## src/rtl/core/lba_chs_pkg.sv

```systemverilog
// ----------------------------------------------------------------------------
// lba_chs_pkg
// types, constants and codes shared by the block address translator
// ----------------------------------------------------------------------------
package lba_chs_pkg;

	localparam int NUM_PARTITIONS = 4;
	localparam int PART_IW = (NUM_PARTITIONS > 1) ? $clog2(NUM_PARTITIONS) : 1;

	// divider geometry
	localparam int DIV_W     = 28;
	localparam int DVSR_W    = 8;
	localparam int DIV_STEPS = 2;
	localparam int DIV_ITER  = DIV_W / DIV_STEPS;
	localparam int DIV_CNT_W = $clog2(DIV_ITER + 1);

	// status codes
	localparam logic [1:0] ST_OK        = 2'd0;
	localparam logic [1:0] ST_BAD_PART  = 2'd1;
	localparam logic [1:0] ST_PAST_PART = 2'd2;
	localparam logic [1:0] ST_PAST_DISK = 2'd3;

	// commands
	localparam logic CMD_LOOKUP = 1'b0;
	localparam logic CMD_LOAD   = 1'b1;

	// configuration register indexes
	localparam int CFG_IDX_W = 2;
	localparam int CFG_DAT_W = 16;
	localparam logic [CFG_IDX_W-1:0] CFG_CYLINDERS = 2'd0;
	localparam logic [CFG_IDX_W-1:0] CFG_HEADS     = 2'd1;
	localparam logic [CFG_IDX_W-1:0] CFG_SPT       = 2'd2;

	typedef struct packed {
		logic        cmd;
		logic [3:0]  part_number;
		logic [31:0] block_offset;
		logic [31:0] entry_first;
		logic [31:0] entry_last;
	} req_t;

	typedef struct packed {
		logic [1:0]  status;
		logic [15:0] cyl_out;
		logic [3:0]  head_out;
		logic [7:0]  sector_out;
	} result_t;

endpackage

```

## src/rtl/core/lba_chs_div.sv

```systemverilog
// ----------------------------------------------------------------------------
// lba_chs_div
// shared restoring divider, two quotient bits per cycle
// ----------------------------------------------------------------------------
module lba_chs_div (
	input  logic                                clk,
	input  logic                                arst_n,
	input  logic                                start,
	input  logic [lba_chs_pkg::DIV_W-1:0]       dividend,
	input  logic [lba_chs_pkg::DVSR_W-1:0]      divisor,
	output logic                                done,
	output logic [lba_chs_pkg::DIV_W-1:0]       quotient,
	output logic [lba_chs_pkg::DVSR_W-1:0]      remainder
);

	logic                                 active_q;
	logic                                 done_q;
	logic [lba_chs_pkg::DIV_CNT_W-1:0]    cnt_q;
	logic [lba_chs_pkg::DIV_W-1:0]        dq_q;
	logic [lba_chs_pkg::DVSR_W-1:0]       rem_q;
	logic [lba_chs_pkg::DVSR_W-1:0]       dvsr_q;
	logic [lba_chs_pkg::DIV_W-1:0]        dq_nxt;
	logic [lba_chs_pkg::DVSR_W-1:0]       rem_nxt;

	always_comb begin
		logic [lba_chs_pkg::DVSR_W:0] trial;
		logic                         ge;
		dq_nxt  = dq_q;
		rem_nxt = rem_q;
		for (int k = 0; k < lba_chs_pkg::DIV_STEPS; k++) begin
			trial   = {rem_nxt, dq_nxt[lba_chs_pkg::DIV_W-1]};
			ge      = (trial >= {1'b0, dvsr_q});
			dq_nxt  = {dq_nxt[lba_chs_pkg::DIV_W-2:0], ge};
			rem_nxt = ge ? lba_chs_pkg::DVSR_W'(trial - {1'b0, dvsr_q})
			             : trial[lba_chs_pkg::DVSR_W-1:0];
		end
	end

	always_ff @(posedge clk or negedge arst_n) begin
		if (!arst_n) begin
			active_q <= 1'b0;
			done_q   <= 1'b0;
			cnt_q    <= '0;
		end else begin
			done_q <= 1'b0;
			if (start) begin
				active_q <= 1'b1;
				cnt_q    <= lba_chs_pkg::DIV_CNT_W'(lba_chs_pkg::DIV_ITER);
			end else if (active_q) begin
				cnt_q <= cnt_q - 1'b1;
				if (cnt_q == lba_chs_pkg::DIV_CNT_W'(1)) begin
					active_q <= 1'b0;
					done_q   <= 1'b1;
				end
			end
		end
	end

	always_ff @(posedge clk) begin
		if (start) begin
			dq_q   <= dividend;
			rem_q  <= '0;
			dvsr_q <= divisor;
		end else if (active_q) begin
			dq_q  <= dq_nxt;
			rem_q <= rem_nxt;
		end
	end

	assign done      = done_q;
	assign quotient  = dq_q;
	assign remainder = rem_q;

endmodule

```

## src/rtl/core/partition_lba_to_chs.sv

```systemverilog
// ----------------------------------------------------------------------------
// partition_lba_to_chs
// partition-relative block address to cylinder/head/sector translator
// ----------------------------------------------------------------------------
// A transaction is taken when start is high and busy is low; exactly one
// result follows, shown for a single cycle with done high, and the receiver
// cannot stall it, so it must sample result whenever done is high. A
// partition load or a seek with a bad partition number returns directly,
// a seek past the partition end after the partition check, a seek past
// the disk after the capacity check, and a converted seek after both
// divisions: one shared divider retiring two quotient bits a cycle runs
// twice, block by sectors per track, then track by heads. The geometry port
// is ready whenever busy is low and is written only between transactions.
// ----------------------------------------------------------------------------
module partition_lba_to_chs (
	input  logic                                   clk,
	input  logic                                   arst_n,
	input  logic                                   start,
	output logic                                   busy,
	input  lba_chs_pkg::req_t                      req,
	output logic                                   done,
	output lba_chs_pkg::result_t                   result,
	input  logic                                   cfg_valid,
	output logic                                   cfg_ready,
	input  logic [lba_chs_pkg::CFG_IDX_W-1:0]      cfg_index,
	input  logic [lba_chs_pkg::CFG_DAT_W-1:0]      cfg_data
);

	localparam logic [2:0] S_IDLE = 3'd0;
	localparam logic [2:0] S_PART = 3'd1;
	localparam logic [2:0] S_CAP  = 3'd2;
	localparam logic [2:0] S_DISK = 3'd3;
	localparam logic [2:0] S_DIV1 = 3'd4;
	localparam logic [2:0] S_DIV2 = 3'd5;
	localparam logic [2:0] S_FIN  = 3'd6;

	logic [2:0]                          state_q;
	logic [15:0]                         cyl_n_q;
	logic [4:0]                          hd_n_q;
	logic [7:0]                          spt_q;
	logic [31:0]                         first_q [lba_chs_pkg::NUM_PARTITIONS];
	logic [31:0]                         last_q  [lba_chs_pkg::NUM_PARTITIONS];
	logic [15:0]                         cur_cyl_q;
	logic [3:0]                          cur_head_q;
	logic [7:0]                          cur_sec_q;
	logic [7:0]                          new_sec_q;
	logic [1:0]                          status_q;
	logic [32:0]                         block_q;
	logic [lba_chs_pkg::PART_IW-1:0]     idx_q;
	logic                                part_nz_q;
	logic [20:0]                         prod_q;
	logic [28:0]                         cap_q;
	logic                                done_q;
	lba_chs_pkg::result_t                result_q;

	logic                                accept;
	logic [3:0]                          part_m1;
	logic [lba_chs_pkg::PART_IW-1:0]     req_idx;
	logic                                part_ok;
	logic [4:0]                          hd_eff;
	logic                                disk_ok;
	logic                                div_start;
	logic [lba_chs_pkg::DIV_W-1:0]       div_dividend;
	logic [lba_chs_pkg::DVSR_W-1:0]      div_divisor;
	logic                                div_done;
	logic [lba_chs_pkg::DIV_W-1:0]       div_quot;
	logic [lba_chs_pkg::DVSR_W-1:0]      div_rem;

	assign busy      = (state_q != S_IDLE);
	assign cfg_ready = !busy;
	assign accept    = start && !busy;
	assign part_m1   = req.part_number - 4'd1;
	assign req_idx   = part_m1[lba_chs_pkg::PART_IW-1:0];
	assign part_ok   = (req.part_number != 4'd0) &&
	                   (req.part_number <= 4'(lba_chs_pkg::NUM_PARTITIONS));
	assign hd_eff    = (hd_n_q > 5'd16) ? 5'd16 : hd_n_q;
	assign disk_ok   = (cap_q != '0) && (block_q < {4'b0, cap_q});

	assign div_start    = ((state_q == S_DISK) && disk_ok) ||
	                      ((state_q == S_DIV1) && div_done);
	assign div_dividend = (state_q == S_DISK) ? block_q[lba_chs_pkg::DIV_W-1:0] : div_quot;
	assign div_divisor  = (state_q == S_DISK) ? spt_q : {3'b0, hd_eff};

	lba_chs_div u_div (
		.clk       (clk),
		.arst_n    (arst_n),
		.start     (div_start),
		.dividend  (div_dividend),
		.divisor   (div_divisor),
		.done      (div_done),
		.quotient  (div_quot),
		.remainder (div_rem)
	);

	// geometry registers
	always_ff @(posedge clk or negedge arst_n) begin
		if (!arst_n) begin
			cyl_n_q <= 16'd1024;
			hd_n_q  <= 5'd16;
			spt_q   <= 8'd63;
		end else if (cfg_valid && cfg_ready) begin
			unique case (cfg_index)
				lba_chs_pkg::CFG_CYLINDERS: cyl_n_q <= cfg_data;
				lba_chs_pkg::CFG_HEADS:     hd_n_q  <= cfg_data[4:0];
				lba_chs_pkg::CFG_SPT:       spt_q   <= cfg_data[7:0];
				default: ;
			endcase
		end
	end

	// partition table
	always_ff @(posedge clk or negedge arst_n) begin
		if (!arst_n) begin
			for (int i = 0; i < lba_chs_pkg::NUM_PARTITIONS; i++) begin
				first_q[i] <= '0;
				last_q[i]  <= '0;
			end
		end else if (accept && (req.cmd == lba_chs_pkg::CMD_LOAD) && part_ok) begin
			first_q[req_idx] <= req.entry_first;
			last_q[req_idx]  <= req.entry_last;
		end
	end

	// sequencer
	always_ff @(posedge clk or negedge arst_n) begin
		if (!arst_n) begin
			state_q    <= S_IDLE;
			cur_cyl_q  <= '0;
			cur_head_q <= '0;
			cur_sec_q  <= 8'd1;
			done_q     <= 1'b0;
		end else begin
			done_q <= 1'b0;
			unique case (state_q)
				S_IDLE: begin
					if (accept) begin
						if (req.cmd == lba_chs_pkg::CMD_LOAD) begin
							state_q <= S_FIN;
						end else if ((req.part_number != 4'd0) && !part_ok) begin
							state_q <= S_FIN;
						end else begin
							state_q <= S_PART;
						end
					end
				end
				S_PART: begin
					if (part_nz_q && (block_q > {1'b0, last_q[idx_q]})) begin
						state_q <= S_FIN;
					end else begin
						state_q <= S_CAP;
					end
				end
				S_CAP: state_q <= S_DISK;
				S_DISK: state_q <= disk_ok ? S_DIV1 : S_FIN;
				S_DIV1: begin
					if (div_done) begin
						state_q <= S_DIV2;
					end
				end
				S_DIV2: begin
					if (div_done) begin
						cur_cyl_q  <= div_quot[15:0];
						cur_head_q <= div_rem[3:0];
						cur_sec_q  <= new_sec_q;
						state_q    <= S_FIN;
					end
				end
				S_FIN: begin
					done_q  <= 1'b1;
					state_q <= S_IDLE;
				end
				default: state_q <= S_IDLE;
			endcase
		end
	end

	// datapath registers
	always_ff @(posedge clk) begin
		if (accept) begin
			idx_q     <= req_idx;
			part_nz_q <= (req.part_number != 4'd0);
			block_q   <= {1'b0, req.block_offset} +
			             ((req.part_number != 4'd0) ? {1'b0, first_q[req_idx]} : 33'd0);
			if (req.cmd == lba_chs_pkg::CMD_LOAD) begin
				status_q <= part_ok ? lba_chs_pkg::ST_OK : lba_chs_pkg::ST_BAD_PART;
			end else begin
				status_q <= lba_chs_pkg::ST_BAD_PART;
			end
		end
		if (state_q == S_PART) begin
			prod_q   <= 21'(cyl_n_q) * 21'(hd_eff);
			status_q <= lba_chs_pkg::ST_PAST_PART;
		end
		if (state_q == S_CAP) begin
			cap_q <= 29'(prod_q) * 29'(spt_q);
		end
		if (state_q == S_DISK) begin
			status_q <= disk_ok ? lba_chs_pkg::ST_OK : lba_chs_pkg::ST_PAST_DISK;
		end
		if ((state_q == S_DIV1) && div_done) begin
			new_sec_q <= div_rem + 8'd1;
		end
		if (state_q == S_FIN) begin
			result_q.status     <= status_q;
			result_q.cyl_out    <= cur_cyl_q;
			result_q.head_out   <= cur_head_q;
			result_q.sector_out <= cur_sec_q;
		end
	end

	assign done   = done_q;
	assign result = result_q;

endmodule

```

## config.mk

```make
export PLATFORM = sky130hd
export DESIGN_NAME = partition_lba_to_chs
export DESIGN_NICKNAME = d
export VERILOG_FILES = /design/src/rtl/core/lba_chs_pkg.sv /design/src/rtl/core/lba_chs_div.sv /design/src/rtl/core/partition_lba_to_chs.sv
export SDC_FILE = /design/constraint.sdc
export NUM_CORES = 1
export LEC_CHECK = 0
export BUFFER_PORTS_ARGS = -buffer_cell sky130_fd_sc_hd__buf_2
export CORE_ASPECT_RATIO = 1.4
export CORE_MARGIN = 2
export CORE_UTILIZATION = 55
export CTS_BUF_LIST = sky130_fd_sc_hd__clkbuf_2 sky130_fd_sc_hd__clkbuf_4 sky130_fd_sc_hd__clkbuf_8
export CTS_CLUSTER_DIAMETER = 40
export DETAILED_ROUTE_END_ITERATION = 10
export GPL_TIMING_DRIVEN = 0
export PLACE_DENSITY = 0.7
export SETUP_SLACK_MARGIN = 0.02
export SYNTH_ARGS = -nofsm -noshare
export SYNTH_HDL_FRONTEND = slang
export SYNTH_SLANG_ARGS = --single-unit
```

## constraint.sdc

```tcl
create_clock -name clk -period 7.49 [get_ports clk]
set_input_delay 0.749 -clock clk [delete_from_list [all_inputs] [get_ports clk]]
set_output_delay 0.749 -clock clk [all_outputs]
set_load 0.02 [all_outputs]
```

**Word level (Yosys, flattened, before mapping)**

Cells that the tools add are included.

- Output and inout port bits: 33
- Word-level logic and storage cells: 134
- Bits in registers: 493
- Input port bits: 123

- $add $sub $neg: 6
- Magnitude comparators: 9
- Bitwise operators: 2
- Eq/ne operators: 13
- Multipliers: 2
- Muxes and demuxes: 41
- Reductions and logical operators: 27

Operators with widths:

| kind | number |
|---|---|
| $bwmux W128 | 2 |
| $mux W32 | 6 |
| $bmux W32 S2 | 2 |
| $mux W28 | 3 |
| $demux W32 S2 | 1 |
| $add A32 B32 Y33 | 1 |
| $gt A33 B32 Y1 | 1 |
| $lt A33 B29 Y1 | 1 |
| $mul A21 B8 Y29 | 1 |
| $reduce_bool A29 Y1 | 1 |
| $mul A16 B5 Y21 | 1 |
| $ge A9 B8 Y1 | 2 |
| $mux W3 | 6 |
| $pmux W3 S6 | 1 |
| $mux W8 | 2 |
| $sub A8 B8 Y8 | 2 |
| $logic_and A1 B1 Y1 | 11 |
| $mux W2 | 5 |
| $mux W5 | 2 |
| $reduce_and A2 Y1 | 5 |
| $eq A3 B3 Y1 const B | 3 |
| $mux W1 | 9 |
| $add A8 B1 Y8 const B | 1 |
| $mux W4 | 2 |
| 22 further kinds | 29 |

**Longest topological paths before layout**

Gate-level depths: netlist of run 1.

- Depth in word-level cells: 8
- Depth in mapped cells: 21
- Mapped depth without buffers: 19

**Modules after synthesis**

Synthesis of run 1 repeated with hierarchy kept, for this count alone.

- Cell total of the unflattened synthesis: 2,618
- Area total of the unflattened synthesis: 31,684.1 um^2

By module, submodules not included:

| module | area an instance (um^2) | seq. area each (um^2) | cells each | instances |
|---|---|---|---|---|
| partition_lba_to_chs | 28,812.6 | 11,727.5 | 2,377 | 1 |
| lba_chs_div | 2,871.5 | 1,391.3 | 241 | 1 |

**Worst setup path before layout of run 1**

No wires, ideal clock.

- Path kind: input to register
- Start point: in req[96] (netlist bit)
- End point: reg block_q[32] (data pin)
- Path slack: 2,094 ps
- Setup time: 265 ps
- Arrival time: 5,132 ps
- Cell stages on the path: 20
- Buffers on the path: 4
- Data required time: 7,225 ps
- Cells stage by stage: clkbuf_1 > buf_1 > inv_1 > ha_1 > clkbuf_1 > clkbuf_1 > mux4_2 > and2_1 > ha_1 > inv_1 > fa_1 > nor2b_1 > o31a_1 > o311ai_1 > nand3_1 > a21oi_1 > o21ai_0 > a21o_1 > a21oi_1 > o21ai_0

- Longest elaborated chain between the ends: 7
- Elaborated cells between the ends (all ways): 8
- Classes of those cells: add/sub: 2; mux: 4; bitwise: 1; reduce/logical: 1

Ends and longest elaborated chain:

| what | RTL line | text |
|---|---|---|
| start: declaration | partition_lba_to_chs.sv:20 | `input lba_chs_pkg::req_t req,` |
| $sub A2 B1 Y2 | partition_lba_to_chs.sv:72 | `assign part_m1 = req.part_number - 4'd1;` |
| named net part_m1[0] | partition_lba_to_chs.sv:57 | `logic [3:0] part_m1;` |
| $not A2 Y3 (not written as such) | partition_lba_to_chs.sv:183 | `((req.part_number != 4'd0) ? {1'b0, first_q[req_idx]} : 33'd0);` |
| $bmux W32 S2 | partition_lba_to_chs.sv:183 |  |
| $mux W32 (not written as such) (2 in series) | partition_lba_to_chs.sv:183 |  |
| $mux W32 | partition_lba_to_chs.sv:183 |  |
| $add A32 B32 Y33 | partition_lba_to_chs.sv:182 | `block_q <= {1'b0, req.block_offset} +` |
| end signal: assignment | partition_lba_to_chs.sv:182 |  |
| end: declaration | partition_lba_to_chs.sv:48 | `logic [32:0] block_q;` |

The timed path passes the listed nets, and every way through them passes these cells. The select of a mux whose other input is x is not followed.
A chain may end at the register's enable or synchronous reset.

**Final worst setup path of run 1**

Same ends and word-level chain as after synthesis.

==> metrics, run 1 <==
final period demand of the worst path approximately 6.7 ns; average cell area after synthesis 12.1 um2; via count of the first global-routing pass approximately 22000; number of buffers created by CTS 84; arrival time of data at the critical path endpoint 7.09 ns; routability congestion estimate from global placement around 0.88; Resized Gates After CTS 0; slowest stage cell on the critical path sky130_fd_sc_hd__buf_1; number of antenna-violating nets in the routed design 0; routed vias approximately 20000; final worst slack 0.828 ns; library cell appearing most often on the critical path sky130_fd_sc_hd__clkbuf_1; CTS H-tree depth 3; reg2reg path depth 18; top area cells in the synthesized netlist sky130_fd_sc_hd__dfrtp_1, sky130_fd_sc_hd__edfxtp_1, sky130_fd_sc_hd__mux2_2, sky130_fd_sc_hd__fa_1, sky130_fd_sc_hd__ha_1; worst ir drop on vdd 0.365 mV; number of optimization iterations in the first detailed-route pass 5; Final HPWL DP 55900 um; Max Clock Skew slightly above 0.06 ns; critical path startpoint category input pin; cell area after layout between 30000 and 40000 um2; Synthesis Warnings 0; cell area after placement approximately 33000 um2; number of cell rows between 100 and 150; initial antenna violation count 13; maximum buffer depth of the clock tree 3; CP Max Fanout 10; summed instance area of the synthesized netlist roughly 31000 um2; Leakage 16.9 nW; via density per instance 5.63; top cell type's share of synthesized area about a quarter; count of unresolved DRC violations after routing 0; result of the run complete, no violations; number of failing hold endpoints at the final stage 0; power density over cell area 357 nW/um2; count of state elements after synthesis between 400 and 500; top-level I/O count about 160; crit end category flop; area leader, netlist sky130_fd_sc_hd__dfrtp_1; clock tree from TritonCTS built; post-synthesis instance total 2580; # clock sinks 493; most frequent cells after synthesis sky130_fd_sc_hd__mux2_2, sky130_fd_sc_hd__dfrtp_1, sky130_fd_sc_hd__inv_1; startpoint of the worst-slack reg-to-reg timing path spt_q[3]$_DFFE_PN1P_; sequential fraction of the synthesis area a little over two fifths; routed len/inst a little under 20 um; Async SR Flop Fraction between 60% and 70%; total count of max-transition violations in the final report 0; most instantiated library cell after synthesis sky130_fd_sc_hd__mux2_2; ratio of cells with drive above 1 in the final layout 25.8%; top flip-flop cell by instance count after synthesis sky130_fd_sc_hd__dfrtp_1; Setup-failing EPs final 0; floorplan die height 286 um; worst-case headroom to the max-slew limit 18.4%; routed wire length 72500 um; max cap viols 0; Setup WS pre-CTS 0.199 ns; transition time of the tightest slew-check pin 1.21 ns; GR Util All Layers between 20% and 30%; largest net degree at the start of global routing around 130; fmax approximately 150 MHz; total nets after synthesis 3056; clock transition at the registers of the reported paths 0.07 ns; Worst Path Class, Setup in -> reg; first-pass GRT wire length 116000 um; cells traversed along the worst timing path buf_2, clkbuf_1, buf_1, inv_1, ha_1, clkbuf_1, clkbuf_1, mux4_2, and2_1, ha_1, inv_1, fa_1, nor2b_1, o31a_1, o311ai_1, nand3_1, a21oi_1, o21ai_0, a21o_1, a21oi_1, o21ai_0; Final nets 3304; Total Die Area 58800 um2; count of filler cells inserted in the layout between 4000 and 5000; period utilization slightly below 90%; post-CTS setup-driven buffer insertion count 0; unique cell type count in the Yosys netlist 73; total grt overflow 0; setup repair after global routing missed its margin no; Core Area about 56000 um2; worst-case register-to-register setup slack ~1.5 ns; IO buf count around 160; number of design-rule violations left by the first detailed-router iteration between 1000 and 1500; class of the tightest hold or removal check in -> async; growth of design area from synthesis to finish 12.1%; die boundary width about 210 um; Post-CTS Hold Buffers 0; data required time at the worst endpoint about 7.9 ns; number of synthesized flops with an enable pin around 160; initial core utilization a little under three fifths; delay of the slowest critical-path stage approximately 0.75 ns; worst reg2reg path endpoint cap_q[28]$_DFFE_PP_; latest clock arrival within the worst-skew pair around 0.7 ns; clock root buffer master sky130_fd_sc_hd__clkbuf_8
==> cells in the final DEF, fill, tap and decap left out, drive strengths merged, types with 20 or more instances in the layout <==
cell type    n
nand2b      20
dfrtp      314
and2       217
nand2      123
nor2        64
fa         159
mux2       347
o21ai       66
nor3        24
clkbuf     191
nor2b       20
mux4        63
a21o        52
xor2        30
inv        314
edfxtp     162
ha         194
xnor2       50
buf        176
nand3       22
a21oi       88
==> layer usage <==
layer | global-route usage, % | vias up | wire length [um]
met4 | 13.1 | 4 | 3430
met2 | 43.8 | 508 | 36700
met3 | 3.83 | 178 | 3270
met1 | 31.2 | 10300 | 29000
li1 | - | 9449 | -
met5 | 0 | - | 18
==> worst max-delay path: cells and delay by family <==
| family | cells | cell delay (ns) |
|---|---|---|
| compound gates | 7 | 1.95 |
| fa+ha+maj | 3 | 0.78 |
| buf+inv | 7 | 2.72 |
| simple gates | 3 | 0.44 |
| mux | 1 | 0.47 |
==> logic make-up (layout without fill, tap and decap cells) <==
logic type	count (synthesis)	in the layout	share of synthesized area, %
simple gates	548	548	9.35
flops	493	493	42.0
mux	420	420	17.6
buf+inv	391	706	4.86
fa+ha+maj	353	353	18.0
compound gates	295	295	6.01
xor+xnor	80	80	2.24
other cells	0	12	0
==> worst max-delay path by stage <==
stage	from	to	slack, ns
after floorplan	req[96]	block_q[32]$_DFFE_PP_	2.09
after global placement	arst_n	cyl_n_q[3]$_DFFE_PN0P_	-0.08
after detailed placement	req[96]	block_q[32]$_DFFE_PP_	0.20
after CTS	req[96]	block_q[32]$_DFFE_PP_	0.97
after global routing	req[96]	block_q[32]$_DFFE_PP_	0.48
final	req[96]	block_q[32]$_DFFE_PP_	0.83
==> cell type report <==
class	count	area (um2)	share of cell area [%]
clock inverter	33	360	1.03
clock buffer	120	1550	4.41
inverter	306	1150	3.28
tap	735	920	2.62
timing repair buffer	162	921	2.63
multi-input combinational	1696	16600	47.5
antenna	12	30.0	0.0857
sequential	493	13100	37.4
buffer	85	369	1.05
==> flip-flops by register name (all words and copies together), names as in the netlist, 16 cells and up <==
signal / flops
first_q: 128
last_q: 128
block_q: 33
result: 30
cap_q: 29
u_div.quotient: 28
prod_q: 21
cur_cyl_q: 16
cyl_n_q: 16
==> report_power, final <==
part / total, mW / internal, mW / switching [mW]
clock network: 2.68 / 1.53 / 1.15
registers: 3.63 / 3.37 / 0.260
logic: 6.19 / 2.66 / 3.53
total: 12.5 / 7.56 / 4.94
==> per-stage QoR <==
| stage | setup TNS (ns) | hold WS (ns) | total power [mW] | utilization (%) | std cells |
|---|---|---|---|---|---|
| after floorplan | 0 | 0.400 | 8.46 | - | 2580 |
| after global placement | -6.08 | 0.428 | 9.62 | 58.5 | 3470 |
| after detailed placement | 0 | 0.431 | 9.86 | 58.7 | 3476 |
| after CTS | 0 | 0.00600 | 12.6 | 62.1 | 3629 |
| after global routing | 0 | 0.0586 | 13.6 | 62.2 | 3640 |
| final | 0 | 0.0238 | 12.5 | 62.2 | 3642 |
Note: power is estimated with default switching activity, not from simulation.
==> run 2: changes to the inputs <==
Settings changed: MAX_ROUTING_LAYER from default to met4, SYNTH_HIERARCHICAL from default to 1.
==> run 2 against run 1 <==
  * Total power is 3.4% lower
  * First-iteration DRC count is 0.75% lower
  * Clock power is 7.8% lower
  * Wire length is 2.7% higher
  * Setup slack better by 0.58 ns
  * Area after synthesis is 1.4% higher
  * Count of clock-buffer cells in the layout is 2 lower
  * Fmax is 9.5% higher
  * Critical endpoint unchanged
==> metrics, run 2 <==
Async SR Flop Fraction 65.5% (unchanged); initial antenna violation count 4 (-9); top-level I/O count 156 (unchanged); post-synthesis instance total 2618 (+1.5%); worst-case register-to-register setup slack 1.63 ns (+0.11 ns); fmax 164 MHz (+9.5%); number of failing hold endpoints at the final stage 0 (unchanged); post-CTS setup-driven buffer insertion count 0 (unchanged); routing layer with the top usage in global route met2; number of synthesized flops with an enable pin 162 (unchanged); clock tree from TritonCTS built; setup repair after global routing missed its margin no; switching power 4.81 mW (-2.6%); result of the run complete, no violations; CTS H-tree depth 3 (unchanged); worst ir drop on vdd 0.299 mV (-18%); sequential fraction of the synthesis area 41.4% (-0.58 points); most instantiated library cell after synthesis sky130_fd_sc_hd__dfrtp_1; routed len/inst 20.3 um (+1.8%); Internal 7.26 mW (-4.0%); GR Util All Layers 26.6% (+1.1 points); Synthesis Warnings 6 (+6); sequential cell area 13100 um2 (unchanged); family with the most delay on the worst path buffers and inverters; arrival time of data at the critical path endpoint 6.50 ns (-0.59 ns); via density per instance 5.63 (about the same); first-pass GRT wire length 119000 um (+2.5%); critical path startpoint category input pin; largest net degree at the start of global routing 127 (+0.79%); final cell count without fillers 3673 (+0.85%); number of optimization iterations in the first detailed-route pass 5 (unchanged); cells traversed along the worst timing path buf_2, clkbuf_1, buf_1, inv_1, ha_1, clkbuf_1, clkbuf_1, mux4_2, nor2b_1, ha_1, a21oi_1, o211ai_1, or3_1, a221oi_1, o221ai_2, o41ai_2, o21ai_1; final period demand of the worst path 6.09 ns (-0.576 ns); Max Clock Skew 0.0460 ns (-0.0160 ns); Final nets 3335 (+0.94%); via count of the first global-routing pass 22200 (+1.9%); Setup-failing EPs final 0 (unchanged); worst hold-check slack 0.0655 ns (+0.0417 ns); final worst slack 1.40 ns (+0.576 ns); routed wire length 74400 um (+2.7%); latest clock arrival within the worst-skew pair 0.70 ns (about the same); # clock sinks 493 (unchanged); data required time at the worst endpoint 7.91 ns (about the same); CP bufs+invs 6 (-1); Worst Path Class, Setup in -> reg; clock group share of total power 20.5% (-0.9 points); top area cells in the synthesized netlist sky130_fd_sc_hd__dfrtp_1, sky130_fd_sc_hd__edfxtp_1, sky130_fd_sc_hd__fa_1, sky130_fd_sc_hd__mux2_1, sky130_fd_sc_hd__ha_1; final total negative setup slack 0 ns (unchanged); total count of max-transition violations in the final report 0 (unchanged); commonest non-fill, non-tap cells in the layout sky130_fd_sc_hd__dfrtp_1, sky130_fd_sc_hd__inv_1, sky130_fd_sc_hd__mux2_1; routed vias 20700 (+0.91%); maximum buffer depth of the clock tree 3 (unchanged); top flip-flop cell by instance count after synthesis sky130_fd_sc_hd__dfrtp_1; Setup WS pre-CTS 0.618 ns (+0.419 ns); number of buffers created by CTS 80 (-4.8%); power density over cell area 342 nW/um2 (-4.0%); area leader, netlist sky130_fd_sc_hd__dfrtp_1; Post-CTS Hold Buffers 0 (unchanged); ratio of cells with drive above 1 in the final layout 19.5% (-6.3 points); unique cell type count in the Yosys netlist 86 (+18%); switching share of power 39.8% (+0.36 points); worst reg2reg path endpoint cap_q[28]$_DFFE_PP_; number of cell rows 104 (+0.97%); portion of total power attributed to combinational logic 50.0% (+0.5 points); count of filler cells inserted in the layout 4638 (+4.1%); count of unresolved DRC violations after routing 0 (unchanged); most common library cell in the layout ignoring fill and taps sky130_fd_sc_hd__dfrtp_1; reg2reg path depth 18 (unchanged); summed instance area of the synthesized netlist 31700 um2 (+1.4%); period utilization 81.2% (-7.7 points); number of antenna-violating nets in the routed design 0 (unchanged); total grt overflow 0 (unchanged); count of state elements after synthesis 493 (unchanged); Final HPWL DP 57800 um (+3.4%); PnR Total Power 12.1 mW (-3.4%); max cap viols 0 (unchanged); total nets after synthesis 3093 (+1.2%); clock transition at the registers of the reported paths 0.06 ns (about the same); global-route met1 utilization 31.7% (+0.58 points); die boundary width 207 um (+0.68%); class of the tightest hold or removal check in -> async; number of design-rule violations left by the first detailed-router iteration 1194 (-0.75%); most frequent cells after synthesis sky130_fd_sc_hd__dfrtp_1, sky130_fd_sc_hd__inv_1, sky130_fd_sc_hd__mux2_1; Resized Gates After CTS 0 (unchanged); number of cells in the design after placement 3520 (+1.3%); crit end category flop; clock root buffer master sky130_fd_sc_hd__clkbuf_8; slowest stage cell on the critical path sky130_fd_sc_hd__buf_1; library cell appearing most often on the critical path sky130_fd_sc_hd__clkbuf_1; delay of the slowest critical-path stage 0.74 ns (about the same); CP Max Fanout 10 (unchanged); routability congestion estimate from global placement 0.919 (+4.7%); Leakage 17.1 nW (+0.86%); floorplan die height 288 um (+0.69%); GR Util met2 45.5% (+1.7 points); initial core utilization 55.3% (-0.15 points); average cell area after synthesis 12.1 um2 (about the same); multi-input gate area in the final layout 17100 um2 (+2.7%); Seq pwr share 29.5% (+0.4 points); Core Area 57300 um2 (+1.7%); Largest regs first_q (128), last_q (128), block_q (33); worst-case headroom to the max-slew limit 11.2% (-7.3 points); met3 track utilization from global routing 3.21% (-0.61 points); top cell type's share of synthesized area 24.8% (-0.35 points); transition time of the tightest slew-check pin 1.33 ns (+0.117 ns); startpoint of the worst-slack reg-to-reg timing path spt_q[5]$_DFFE_PN1P_; Total Die Area 59600 um2 (+1.4%); IO buf count 155 (unchanged); growth of design area from synthesis to finish 11.3%; Setup crit start req[96]
[run 2: cell types whose count changed after synthesis, moves of 8 or more]
cell / delta
sky130_fd_sc_hd__mux2_4: -19
sky130_fd_sc_hd__nor2_1: +11
sky130_fd_sc_hd__a21oi_1: -15
sky130_fd_sc_hd__and2_1: -33
sky130_fd_sc_hd__a21o_1: -19
sky130_fd_sc_hd__clkbuf_1: -24
sky130_fd_sc_hd__xor2_1: -8
sky130_fd_sc_hd__buf_2: +27
sky130_fd_sc_hd__o21ai_1: +19
sky130_fd_sc_hd__mux2_1: +235
sky130_fd_sc_hd__o21ai_0: -19
sky130_fd_sc_hd__mux2_2: -188
sky130_fd_sc_hd__nor2b_1: +38
[run 2: layer usage]
layer / up-vias / wire (um)
met2: 529 / 38200
met3: 154 / 3600
met5: - / 0
met4: 0 / 2920
li1: 9567 / -
met1: 10400 / 29700
[run 2: how the worst max path moves through the flow]
| stage | end | slack [ns] | cells after the start |
|---|---|---|---|
| global placement | spt_q[7]$_DFFE_PN0P_ | -0.09 | 1 |
| finish | block_q[32]$_DFFE_PP_ | 1.40 | 17 |
| CTS | block_q[32]$_DFFE_PP_ | 1.37 | 17 |
| global route | block_q[32]$_DFFE_PP_ | 1.0 | 17 |
| floorplan | block_q[32]$_DFFE_PP_ | 2.35 | 16 |
| detailed placement | block_q[32]$_DFFE_PP_ | 0.62 | 17 |
[run 2: logic make-up (layout without fill, tap and decap cells)]
logic type | Yosys count | after routing | share of synthesized area (%)
and+or+nand+nor | 573 | 573 | 9.77
DFF | 493 | 493 | 41.4
muxes | 449 | 449 | 18.2
buffers and inverters | 386 | 692 | 4.76
adders and majority gates | 352 | 352 | 17.7
AOI/OAI and AO/OA | 287 | 287 | 6.08
xor gates and xnor gates | 78 | 78 | 2.16
other | 0 | 7 | 0
[run 2: power by group through the flow]
stage	clock [mW]	sequential, mW	combinational [mW]
floorplan	0	3.51	4.72
global placement	0	3.59	5.79
detailed placement	0	3.62	6.01
CTS	2.53	3.57	6.06
global route	2.66	3.60	6.94
finish	2.47	3.57	6.04
[run 2: cell type report]
type	count	share of cell area, %
Multi-Input combinational cell	1739	48.4
Timing Repair Buffer	160	2.53
Buffer	85	1.07
Sequential cell	493	37.2
Tap cell	742	2.63
Clock buffer	118	4.07
Inverter	301	3.21
Clock inverter	28	0.792
Antenna cell	7	0.0497
[run 2: through the flow]
step / instance area, um2 / utilization [%]
2_1_floorplan: 31700 / -
3_3_place_gp: 33400 / 58.3
3_5_place_dp: 33500 / 58.5
4_1_cts: 35200 / 61.5
5_1_grt: 35200 / 61.6
6_report: 35200 / 61.6
[run 2: worst reg2reg max path, delay by kind of cell, from the launching register on]
family / cells / cell delay, ns
flip-flops: 1 / 0.61
AO/OA/AOI/OAI: 5 / 1.12
adder cells (fa/ha/maj): 5 / 2.44
AND/OR/NAND/NOR: 3 / 0.67
buffers and inverters: 4 / 0.62
XOR/XNOR: 1 / 0.13
==> run 3: changes to the inputs <==
Clock period 7.49 ns to 6.1 ns, I/O delays scaled along.
==> run 3 against run 2 <==
  * Cell count about the same
  * Global-route usage is the same
  * Clock power is 23% higher
  * Setup slack worse by 1.2 ns
  * Total power is 23% higher
  * Highest routed layer unchanged
  * Core utilization barely moved
  * Largest cell class unchanged
  * Sequential power grew 23%
==> metrics, run 3 (synthesis results as in run 2) <==
clock transition at the registers of the reported paths 0.06 ns (about the same); cells traversed along the worst timing path clkbuf_1, nand2_1, fa_1, fa_1, inv_1, fa_1, inv_1, fa_1, inv_1, ha_1, nor4_1, a21oi_1, nand2_1, o21ai_1, a221oi_1, o2111a_1, a21oi_1, xnor2_1; routability congestion estimate from global placement 0.919 (unchanged); latest clock arrival within the worst-skew pair 0.70 ns (about the same); most common library cell in the layout ignoring fill and taps sky130_fd_sc_hd__dfrtp_1; power density over cell area 420 nW/um2 (+23%); # clock sinks 493 (unchanged); slowest stage cell on the critical path sky130_fd_sc_hd__dfstp_2; period utilization a little over nine tenths; Core Area 57300 um2 (unchanged); routed wire length 74400 um (about the same); max cap viols 0 (unchanged); routed vias 20600 (-0.13%); ratio of cells with drive above 1 in the final layout 19.5% (+0.028 points); post-CTS setup-driven buffer insertion count 0 (unchanged); Final nets 3336 (+0.030%); top-level I/O count 156 (unchanged); first-pass GRT wire length 119000 um (unchanged); critical path startpoint category flop; crit end category flop; via count of the first global-routing pass 22200 (unchanged); worst ir drop on vdd 0.369 mV (+23%); number of antenna-violating nets in the routed design 0 (unchanged); delay of the slowest critical-path stage 0.60 ns (-0.14 ns); initial core utilization 55.3% (unchanged); number of optimization iterations in the first detailed-route pass 5 (unchanged); via density per instance 5.62 (-0.18%); library cell appearing most often on the critical path sky130_fd_sc_hd__fa_1; Total Die Area 59600 um2 (unchanged); transition time of the tightest slew-check pin 1.34 ns (+0.00721 ns); number of buffers created by CTS 80 (unchanged); number of cell rows 104 (unchanged); count of unresolved DRC violations after routing 0 (unchanged); fmax about 170 MHz; cell area after layout 35300 um2 (about the same); class of the tightest hold or removal check in -> reg; die boundary width 207 um (unchanged); data required time at the worst endpoint 6.52 ns (-1.39 ns); total grt overflow 0 (unchanged); number of failing hold endpoints at the final stage 0 (unchanged); Setup-failing EPs final 0 (unchanged); Final HPWL DP 57800 um (unchanged); Largest regs first_q (128), last_q (128), block_q (33); IO buf count 155 (unchanged); count of filler cells inserted in the layout 4638 (unchanged); Setup WS pre-CTS -0.633 ns (-1.25 ns); worst-case headroom to the max-slew limit 10.8% (-0.38 points); cell area after placement 33500 um2 (unchanged); Worst Path Class, Setup reg -> reg; number of design-rule violations left by the first detailed-router iteration 1193 (-0.084%); Max Clock Skew 0.0439 ns (-0.00208 ns); CP Max Fanout 10 (unchanged); GR Util All Layers 26.6% (unchanged); arrival time of data at the critical path endpoint 6.30 ns (-0.20 ns); initial antenna violation count 4 (unchanged); clock root buffer master sky130_fd_sc_hd__clkbuf_8; commonest non-fill, non-tap cells in the layout sky130_fd_sc_hd__dfrtp_1, sky130_fd_sc_hd__inv_1, sky130_fd_sc_hd__mux2_1; largest net degree at the start of global routing 127 (unchanged); clock tree from TritonCTS built; total count of max-transition violations in the final report 0 (unchanged); final period demand of the worst path slightly below 6 ns; routed len/inst 20.2 um (about the same); setup repair after global routing missed its margin no; Leakage 17.1 nW (about the same); floorplan die height 288 um (unchanged); maximum buffer depth of the clock tree 3 (unchanged); growth of design area from synthesis to finish 11.3% (about the same); CTS H-tree depth 3 (unchanged); final worst slack 0.228 ns (-1.18 ns); result of the run complete, no violations
run 3: cell types whose count changed in the layout (fill, tap and decap cells not counted), sizes merged:
cell and change:
diode +1, dlygate4sd3 +1, buf -1, clkbuf +1
run 3: area by class of cell:
type / count / area, um2 / area share (%)
sequential: 493 / 13100 / 37.2
multi-input combinational: 1739 / 17100 / 48.4
tap: 742 / 928 / 2.63
inverter: 301 / 1130 / 3.20
timing repair buffer: 161 / 901 / 2.55
clock inverter: 28 / 279 / 0.791
buffer: 85 / 379 / 1.08
clock buffer: 118 / 1440 / 4.07
antenna: 8 / 20.0 / 0.0568
run 3: layer usage:
layer,routed length [um],up-vias,track usage [%]
met3,3250,144,3.21
met4,2880,0,11.4
met5,0,-,-
li1,-,9572,-
met2,38300,484,45.5
met1,30000,10400,31.7
run 3: critical path: cells and delay by family, from the launching register on:
kind	cells	cell delay, ns
simple gates	3	0.68
xor+xnor	1	0.13
flops	1	0.60
buf+inv	4	0.62
compound gates	5	1.13
fa+ha+maj	5	2.44
run 3: metrics by stage:
step	utilization (%)	hold WS, ns	std cells	total power [mW]	setup TNS (ns)
floorplan	-	0.314	2618	10.1	0
global placement	58.3	0.429	3515	11.5	-400.97
detailed placement	58.5	0.431	3520	11.8	-6.98
CTS	61.6	0.122	3667	14.9	0
global route	61.6	0.149	3671	16.2	0
finish	61.6	0.162	3675	14.8	0
run 3: power by group:
group / total, mW / switching (mW) / internal, mW
combinational: 7.41 / 4.24 / 3.16
sequential: 4.38 / 0.294 / 4.09
clock: 3.03 / 1.37 / 1.67
total: 14.8 / 5.90 / 8.92
run 3: final timing paths:
path,startpoint,endpoint,slack [ns],depth (start not counted)
setup / recovery,spt_q[5]$_DFFE_PN1P_,cap_q[28]$_DFFE_PP_,0.23,18
hold / removal,req[13],last_q[13]$_DFFE_PN0P_,0.16,2
setup reg to reg,spt_q[5]$_DFFE_PN1P_,cap_q[28]$_DFFE_PP_,0.23,18
hold reg to reg,cur_cyl_q[12]$_DFFE_PN0P_,result[24]$_DFFE_PP_,0.44,0
max in group asynchronous,arst_n,cyl_n_q[9]$_DFFE_PN0P_,4.42,3
min in group asynchronous,arst_n,last_q[120]$_DFFE_PN0P_,0.52,2
run 3: what timing repair did:
action                     CTS  global route
setup endpoints to repair    0            12
hold endpoints to repair    81             0
resized for setup            0             2
hold buffers                 1             0
